==> src/rtl/best_fit_heap_allocator_top_assert.svh <==
// Assertion macros used by the allocator control logic (bfha_ctrl).
`ifndef BEST_FIT_HEAP_ALLOCATOR_TOP_ASSERT_SVH
`define BEST_FIT_HEAP_ALLOCATOR_TOP_ASSERT_SVH
`ifndef NO_ASSERTIONS
`define BFHA_ASSERT_IMP(label, ante, cons) \
    label: assert property (@(posedge clk) disable iff (!rst_n) (ante) |-> (cons)) \
        else $error("bfha assertion failed");
`define BFHA_ASSERT_NXT(label, ante, cons) \
    label: assert property (@(posedge clk) disable iff (!rst_n) (ante) |=> (cons)) \
        else $error("bfha assertion failed");
`else
`define BFHA_ASSERT_IMP(label, ante, cons)
`define BFHA_ASSERT_NXT(label, ante, cons)
`endif
`endif

==> src/rtl/bfha_pkg.sv <==
package bfha_pkg;
    localparam int HEAP_BYTES   = 4096;
    localparam int HEADER_BYTES = 16;
    localparam int POS_W        = $clog2(HEAP_BYTES) + 1;
    localparam int DEPTH        = HEAP_BYTES / 4;
    localparam int ADDR_W       = $clog2(DEPTH);
    localparam int SIZE_W       = POS_W;
    localparam int ENT_W        = SIZE_W + 1;
    localparam int REQ_W        = 16;
    localparam int NEED_W       = REQ_W + 1;
    localparam int AREA_W       = 12;

    localparam logic [1:0] ST_OK      = 2'd0;
    localparam logic [1:0] ST_NOFIT   = 2'd1;
    localparam logic [1:0] ST_BADFREE = 2'd2;

    localparam logic OP_ALLOC = 1'b0;
    localparam logic OP_FREE  = 1'b1;

    typedef enum logic [3:0] {
        S_IDLE,
        S_A_WALK,
        S_A_END,
        S_A_MARK,
        S_F_WALK,
        S_F_NEXT,
        S_F_MERGE,
        S_DONE
    } state_t;

    typedef struct packed {
        logic              rd_en;
        logic [ADDR_W-1:0] rd_addr;
        logic              wr_en;
        logic [ADDR_W-1:0] wr_addr;
        logic [ENT_W-1:0]  wr_data;
    } mem_req_t;

    // entry = {used, size}
    localparam logic [ENT_W-1:0] RESET_ENTRY = {1'b0, SIZE_W'(HEAP_BYTES)};
endpackage

==> src/rtl/bfha_ctrl.sv <==
`include "best_fit_heap_allocator_top_assert.svh"
module bfha_ctrl (
    input  logic                     clk,
    input  logic                     rst_n,
    input  logic                     in_valid,
    output logic                     in_stall,
    input  logic                     opcode,
    input  logic [bfha_pkg::REQ_W-1:0]  request_bytes,
    input  logic [bfha_pkg::AREA_W-1:0] area_offset,
    output logic                     out_valid,
    input  logic                     out_stall,
    output logic [1:0]               status,
    output logic [bfha_pkg::AREA_W-1:0] granted_offset,
    output bfha_pkg::mem_req_t       mem_req,
    input  logic [bfha_pkg::ENT_W-1:0]  mem_rdata
);
    import bfha_pkg::*;

    state_t              state_reg, state_next;
    logic [NEED_W-1:0]   need_reg, need_next;
    logic [POS_W-1:0]    target_reg, target_next;
    logic [POS_W-1:0]    pos_reg, pos_next;
    logic [POS_W-1:0]    prev_reg, prev_next;
    logic                prev_used_reg, prev_used_next;
    logic [SIZE_W-1:0]   prev_size_reg, prev_size_next;
    logic                has_prev_reg, has_prev_next;
    logic                found_reg, found_next;
    logic [POS_W-1:0]    best_reg, best_next;
    logic [SIZE_W-1:0]   best_size_reg, best_size_next;
    logic [SIZE_W-1:0]   cur_size_reg, cur_size_next;
    logic [1:0]          res_status_reg, res_status_next;
    logic [AREA_W-1:0]   res_off_reg, res_off_next;
    logic                out_valid_reg;
    logic [1:0]          status_reg;
    logic [AREA_W-1:0]   granted_reg;
    logic                load_out;

    logic                ent_used;
    logic [SIZE_W-1:0]   ent_size;
    logic [POS_W:0]      npos;
    logic                fits;
    logic [NEED_W-1:0]   need_in;

    assign ent_used = mem_rdata[ENT_W-1];
    assign ent_size = mem_rdata[SIZE_W-1:0];
    assign npos     = {1'b0, pos_reg} + {1'b0, ent_size};
    assign fits     = !ent_used && (NEED_W'(ent_size) >= need_reg)
                      && (!found_reg || ent_size < best_size_reg);
    assign need_in  = ((NEED_W'(request_bytes) + NEED_W'(3)) & ~NEED_W'(3))
                      + NEED_W'(HEADER_BYTES);

    always_ff @(posedge clk or negedge rst_n)
    begin
        if (!rst_n)
        begin
            state_reg     <= S_IDLE;
            out_valid_reg <= 1'b0;
        end
        else
        begin
            state_reg <= state_next;
            if (load_out)
            begin
                out_valid_reg <= 1'b1;
            end
            else if (!out_stall)
            begin
                out_valid_reg <= 1'b0;
            end
        end
    end

    always_ff @(posedge clk)
    begin
        need_reg       <= need_next;
        target_reg     <= target_next;
        pos_reg        <= pos_next;
        prev_reg       <= prev_next;
        prev_used_reg  <= prev_used_next;
        prev_size_reg  <= prev_size_next;
        has_prev_reg   <= has_prev_next;
        found_reg      <= found_next;
        best_reg       <= best_next;
        best_size_reg  <= best_size_next;
        cur_size_reg   <= cur_size_next;
        res_status_reg <= res_status_next;
        res_off_reg    <= res_off_next;
        if (load_out)
        begin
            status_reg  <= res_status_reg;
            granted_reg <= res_off_reg;
        end
    end

    always_comb
    begin
        state_next      = state_reg;
        need_next       = need_reg;
        target_next     = target_reg;
        pos_next        = pos_reg;
        prev_next       = prev_reg;
        prev_used_next  = prev_used_reg;
        prev_size_next  = prev_size_reg;
        has_prev_next   = has_prev_reg;
        found_next      = found_reg;
        best_next       = best_reg;
        best_size_next  = best_size_reg;
        cur_size_next   = cur_size_reg;
        res_status_next = res_status_reg;
        res_off_next    = res_off_reg;
        mem_req         = '0;
        load_out        = 1'b0;
        in_stall        = 1'b1;

        unique case (state_reg)
            S_IDLE:
            begin
                in_stall = 1'b0;
                if (in_valid)
                begin
                    pos_next      = '0;
                    found_next    = 1'b0;
                    has_prev_next = 1'b0;
                    need_next     = need_in;
                    res_off_next  = '0;
                    if (opcode == OP_ALLOC)
                    begin
                        mem_req.rd_en = 1'b1;
                        state_next    = S_A_WALK;
                    end
                    else if (AREA_W'(area_offset) < AREA_W'(HEADER_BYTES))
                    begin
                        res_status_next = ST_BADFREE;
                        state_next      = S_DONE;
                    end
                    else
                    begin
                        target_next   = POS_W'(area_offset) - POS_W'(HEADER_BYTES);
                        mem_req.rd_en = 1'b1;
                        state_next    = S_F_WALK;
                    end
                end
            end
            S_A_WALK:
            begin
                if (fits)
                begin
                    best_next      = pos_reg;
                    best_size_next = ent_size;
                    found_next     = 1'b1;
                end
                if (fits && NEED_W'(ent_size) == need_reg)
                begin
                    state_next = S_A_END;
                end
                else if (npos >= (POS_W+1)'(HEAP_BYTES))
                begin
                    state_next = S_A_END;
                end
                else
                begin
                    pos_next        = npos[POS_W-1:0];
                    mem_req.rd_en   = 1'b1;
                    mem_req.rd_addr = npos[ADDR_W+1:2];
                end
            end
            S_A_END:
            begin
                if (!found_reg)
                begin
                    res_status_next = ST_NOFIT;
                    state_next      = S_DONE;
                end
                else
                begin
                    if (NEED_W'(best_size_reg) >= need_reg + NEED_W'(2 * HEADER_BYTES))
                    begin
                        mem_req.wr_en   = 1'b1;
                        mem_req.wr_addr = ADDR_W'((best_reg + need_reg[POS_W-1:0]) >> 2);
                        mem_req.wr_data = {1'b0, best_size_reg - need_reg[SIZE_W-1:0]};
                        best_size_next  = need_reg[SIZE_W-1:0];
                    end
                    state_next = S_A_MARK;
                end
            end
            S_A_MARK:
            begin
                mem_req.wr_en   = 1'b1;
                mem_req.wr_addr = best_reg[ADDR_W+1:2];
                mem_req.wr_data = {1'b1, best_size_reg};
                res_status_next = ST_OK;
                res_off_next    = AREA_W'(best_reg + POS_W'(HEADER_BYTES));
                state_next      = S_DONE;
            end
            S_F_WALK:
            begin
                if (pos_reg < target_reg)
                begin
                    prev_next      = pos_reg;
                    prev_used_next = ent_used;
                    prev_size_next = ent_size;
                    has_prev_next  = 1'b1;
                    if (npos >= (POS_W+1)'(HEAP_BYTES))
                    begin
                        res_status_next = ST_BADFREE;
                        state_next      = S_DONE;
                    end
                    else
                    begin
                        pos_next        = npos[POS_W-1:0];
                        mem_req.rd_en   = 1'b1;
                        mem_req.rd_addr = npos[ADDR_W+1:2];
                    end
                end
                else if (pos_reg == target_reg && ent_used)
                begin
                    cur_size_next = ent_size;
                    if (npos >= (POS_W+1)'(HEAP_BYTES))
                    begin
                        state_next = S_F_MERGE;
                    end
                    else
                    begin
                        mem_req.rd_en   = 1'b1;
                        mem_req.rd_addr = npos[ADDR_W+1:2];
                        state_next      = S_F_NEXT;
                    end
                end
                else
                begin
                    res_status_next = ST_BADFREE;
                    state_next      = S_DONE;
                end
            end
            S_F_NEXT:
            begin
                if (!ent_used)
                begin
                    cur_size_next = cur_size_reg + ent_size;
                end
                state_next = S_F_MERGE;
            end
            S_F_MERGE:
            begin
                mem_req.wr_en = 1'b1;
                if (has_prev_reg && !prev_used_reg)
                begin
                    mem_req.wr_addr = prev_reg[ADDR_W+1:2];
                    mem_req.wr_data = {1'b0, prev_size_reg + cur_size_reg};
                end
                else
                begin
                    mem_req.wr_addr = pos_reg[ADDR_W+1:2];
                    mem_req.wr_data = {1'b0, cur_size_reg};
                end
                res_status_next = ST_OK;
                state_next      = S_DONE;
            end
            S_DONE:
            begin
                if (!out_valid_reg || !out_stall)
                begin
                    load_out   = 1'b1;
                    state_next = S_IDLE;
                end
            end
            default:
            begin
                state_next = S_IDLE;
            end
        endcase
    end

    assign out_valid      = out_valid_reg;
    assign status         = status_reg;
    assign granted_offset = granted_reg;

    `BFHA_ASSERT_NXT(a_accept_busy, in_valid && !in_stall, in_stall)
    `BFHA_ASSERT_IMP(a_write_state, mem_req.wr_en,
        state_reg == S_A_END || state_reg == S_A_MARK || state_reg == S_F_MERGE)
    `BFHA_ASSERT_IMP(a_grant_ok, out_valid && granted_offset != '0, status == ST_OK)
    `BFHA_ASSERT_IMP(a_no_rw_mix, mem_req.rd_en, !mem_req.wr_en)
endmodule

==> config.mk <==
export PLATFORM = sky130hd
export DESIGN_NAME = bfha_ctrl
export DESIGN_NICKNAME = d
export VERILOG_FILES = /design/src/rtl/bfha_pkg.sv /design/src/rtl/bfha_ctrl.sv
export VERILOG_INCLUDE_DIRS = /design/src /design/src/rtl
export SDC_FILE = /design/constraint.sdc
export NUM_CORES = 1
export LEC_CHECK = 0
export BUFFER_PORTS_ARGS = -buffer_cell sky130_fd_sc_hd__buf_4
export CAP_MARGIN = 20
export CORE_ASPECT_RATIO = 1.25
export CORE_MARGIN = 10
export CORE_UTILIZATION = 45
export CTS_BUF_LIST = sky130_fd_sc_hd__clkbuf_2
export CTS_CLUSTER_SIZE = 30
export DETAILED_ROUTE_END_ITERATION = 8
export GPL_TIMING_DRIVEN = 0
export HOLD_SLACK_MARGIN = 0.05
export PLACE_DENSITY = 0.77
export SKIP_CTS_REPAIR_TIMING = 1
export SLEW_MARGIN = 20
export SYNTH_ARGS = -nofsm -noshare
export SYNTH_HDL_FRONTEND = slang
export SYNTH_SLANG_ARGS = --single-unit
==> constraint.sdc <==
create_clock -name clk -period 2.8 [get_ports clk]
set_input_delay 0.56 -clock clk [delete_from_list [all_inputs] [get_ports clk]]
set_output_delay 0.56 -clock clk [all_outputs]
set_load 0.01 [all_outputs]
---- Word-level counts from Yosys, hierarchy flattened ----
Index checks and enable logic that the tools add are counted.
cells by class
  add/sub/neg operators ................... 10
  $lt $le $gt $ge ......................... 6
  equality and inequality tests ........... 26
  muxes and demuxes ....................... 58
  bitwise operators ....................... 1
  reductions and logical operators ........ 33
operator list
  cell                   number
  $mux 13                10
  $pmux 25 s3            1
  $pmux 13 s2            2
  $mux 25                2
  $mux 11                4
  $pmux 13 s3            1
  $ge 13x17->1           2
  $mux 4                 7
  $pmux 4 s7             1
  $add 13x13->13         2
  $lt 13x13->1           2
  $ne 2x2->1 const B     13
  $mux 24                1
  $pmux 12 s2            1
  $mux 2                 10
  $pmux 10 s2            1
  $reduce_and 4->1       5
  $add 16x2->17 const B  1
  $add 17x5->17 const B  1
  $add 17x6->17 const B  1
  $eq 13x17->1           1
  $eq 4x3->1 const B     4
  $add 13x13->14         1
  $ge 14x13->1 const B   1
  28 further kinds       59
word-level totals
  flip-flop bits (word level) ............. 142
  bits of input ports ..................... 47
  output and inout port bits .............. 52

---- Longest topological paths before layout ----
  word-level depth ........................ 6
  mapped depth ............................ 14
  gate-level depth less buffers ........... 13

---- Worst setup path after synthesis ----
Ideal clock, no wire load.
  kind .................................... input -> register
  start point ............................. input port mem_rdata[10] (netlist name)
  end point ............................... register best_size_reg[0], enable pin
  library setup time ...................... 0.387 ns
  arrival ................................. 2.784 ns
  data required time ...................... 2.413 ns
  slack ................................... -0.372 ns
  stages .................................. 9
  cell sequence ........................... ha_1 -> a21o_1 -> a2111oi_2 -> o211ai_1 -> a31oi_1 -> a221oi_1 -> nor3b_1 -> a21oi_1 -> a21oi_1
between the ends
  word-level cells in the longest chain between the ends .. 5
ends and longest elaborated chain
  item                                                          RTL line                          RTL
  start, declared                                               bfha_ctrl.sv:15                   input logic [bfha_pkg::ENT_W-1:0] mem_rdata
  $ge 13x17->1 / $lt 13x13->1 (equally long branches)           bfha_ctrl.sv:47, bfha_ctrl.sv:48
  $logic_and 1x1->1 / $logic_or 1x1->1 (equally long branches)  bfha_ctrl.sv:47, bfha_ctrl.sv:48
  $logic_and 1x1->1 (*)                                         bfha_ctrl.sv:48                   && (!found_reg || ent_size < best_size_reg);
  $ne 2x2->1 (no source line) (*)                               n/a
  $reduce_and 4->1 (no source line) (*)                         n/a
  end signal, assigned                                          bfha_ctrl.sv:84                   best_size_reg <= best_size_next;
  end, declared                                                 bfha_ctrl.sv:29                   logic [SIZE_W-1:0] best_size_reg, best_size_next;
Mark *: on every way between the ends. The rest lies on a longest branch, timed or not.
A chain may end at the register's enable or synchronous reset.

==> reports/qor.yml <==
status: "complete, but fails checks"
violations: "setup timing"
wl_met1_um: 11000
dp_hpwl_um: 20380
crit_type: "reg2out"
crit_arrival_ps: 3760
grt_usage_pct: 18.72
portBuffers: 98
seq_area_sq_um: 4095
area_growth_pct: 28.58
seq_area_frac_synth_pct: 42.45
power_leakage_uw: 0.005201
drt-total-wl_um: 28560
antenna_found_initial: 1
route.met2.wl_um: 14110
clkTransAtPathRegs_ps: 220
async_reset_ff_share_pct: 2.920
synthTopCellsByCount: "edfxtp_1, ha_1, nand2_1"
synth_xor_area_share_pct: 7.357
drtPass1Iterations: 5
fin_crit_sh_pct: 154.2
min_period_ps: 4317
cts.path.max_buffers: 2
yosysUniqueCellTypes: 69
syn_avg_cell_area_sq_um: 10.08
grt_pass1_wl_um: 40450
clkSinkCount: 137
post-synth-top-count-cell: "edfxtp_1"
synth_top_family_by_area: "compound AO/OA/AOI/OAI gates"
core_sq_um: 20970
top_layer_used: "met4"
ys.warnings.count: 0
layout_setup_ws_ps: -1517
initial_utilization_pct: 46.00
final_nets: 1314
p_total_uw: 8207
synth_area_leader_cell: "edfxtp_1"
drc: 0
drive_above_1_share_pct: 26.73
synth-seq-cells: 137
crit_required_ps: 2240
maxSlewHeadroom_pct: 35.81
vias: 8265
hold_viol_final: 0
cts-htree-levels: 4
ys.flop_type: "edfxtp_1"
n_fill_cell: 1656
overflow: 0
ff2ff_setup_slack_ps: -60
fin_util_pct: 59.14
place_congestion: 0.9589
ant_nets: 0
powerDensity_nw_per_um2: 661.9
grt_pass1_vias: 7676
synth-simple-area-share_pct: 14.23
tightest_slew_ps: 959.3
min_path_type: "in2reg"
synth_area_sq_um: 9643
die-width_um: 150.9
finClkSkew_ps: 55.99
cts_inserted_buffers: 17
synth_edf_count: 133
cap_violations: 0
num_rows: 59
endpoint_kind: "output port"
final-max-slew-violation-count: 0
dr_wl_met3_um: 1768
yosys.area_share.adder_pct: 14.64
worstPathMaxFanout: 7
synthMuxAreaShare_pct: 2.037
grt_setup_unrepaired: "yes"
boundaryPins: 99
vias_per_cell: 5.716
fmax_ghz: 0.2316
fp.dieArea_sq_um: 27720
setup_viol: 62
synth_nets: 1113
synth_compound_area_share_pct: 15.52
grt_max_degree: 25
largest_reg_flops: 15
cts-root-buf: "clkbuf_2"
die_h_um: 183.7
clock_latency_ps: 810
cts_tree: "yes"
wire_per_inst_um: 19.75
worstSetupStartpointType: "flip-flop"
drtIter0Drc: 695
netlist_instances: 957
synth_area_leaders: "edfxtp_1, ha_1, xor2_1"
vdd_ir_drop_max_v: 0.0004482
multi_input_area_sq_um: 5723
yosysTopAreaCellShare_pct: 41.42
## critical path: stages, from the launching register on
cell       delay (ps)
edfxtp_1          620
buf_6             160
ha_4              160
nand3_2            90
xnor2_1           130
ha_1              280
o21a_1            140
o2111ai_1         120
nand2_1            90
nand3_2           130
nor3_2            500
and3_1            260
a21oi_2            60
o21ai_2            90
buf_4             150
## power by group
group | switching (uW) | leakage (uW) | internal (uW)
registers | 237 | 0.00126 | 2760
clock network | 893 | 0.000153 | 378
logic | 2240 | 0.00379 | 1700
## cell families after synthesis
| kind of cell | count (synthesis) |
|---|---|
| buf+inv | 91 |
| flops | 137 |
| mux | 18 |
| xor+xnor | 81 |
| compound gates | 234 |
| simple gates | 286 |
| fa+ha+maj | 110 |
## cells in the final DEF (no fill, tap or decap), types with 26 or more instances in the layout
cell	count
nand2_1	89
buf_4	144
xor2_1	41
xnor2_1	38
dlygate4sd3_1	26
edfxtp_1	133
a21oi_1	50
ha_1	94
o21ai_0	42
inv_1	63
nor2_1	64
## metal layers
layer  vias to the layer above  GRT usage, %
met5                         -             0
met3                       114         3.079
met2                       371         32.24
met1                      3884         22.17
li1                       3896             -
met4                         0         8.716
## area by class of cell
cell class | instances | area share [%]
well taps | 274 | 2.765
clock inverters | 15 | 1.382
plain buffers | 23 | 1.332
diodes | 1 | 0.02018
repair buffers | 182 | 12.48
flip-flops and latches | 137 | 33.03
clock buffers | 17 | 0.6862
repair inverters | 1 | 0.06054
multi-input cells | 729 | 46.16
inverters | 67 | 2.089
## per-stage QoR
step           setup slack (ps)  area [sq um]  cells  hold WS [ps]  TNS, ps
2_1_floorplan            -118.6          9823    957         264.4    -2031
3_3_place_gp              -1174         10900   1329         361.3   -61730
3_5_place_dp              -1150         10910   1329         361.5   -64170
4_1_cts                   -2038         11160   1361        -531.3   -83800
5_1_grt                   -1638         12400   1446         37.18   -57960
6_report                  -1517         12400   1446         42.65   -49270
## path summary, 6_finish.rpt
| check | start | endpoint | cells after the start |
|---|---|---|---|
| max | need_reg[5] | mem_req[12] | 14 |
| min | mem_rdata[4] | prev_size_reg[4] | 1 |
| max in group asynchronous | rst_n | out_valid | 3 |
| min in group asynchronous | rst_n | state_reg[0] | 2 |
| max reg2reg | need_reg[5] | best_size_reg[10] | 14 |
| min reg2reg | res_off_reg[2] | granted_offset[2] | 0 |
Power figures use the tool's default switching activity.
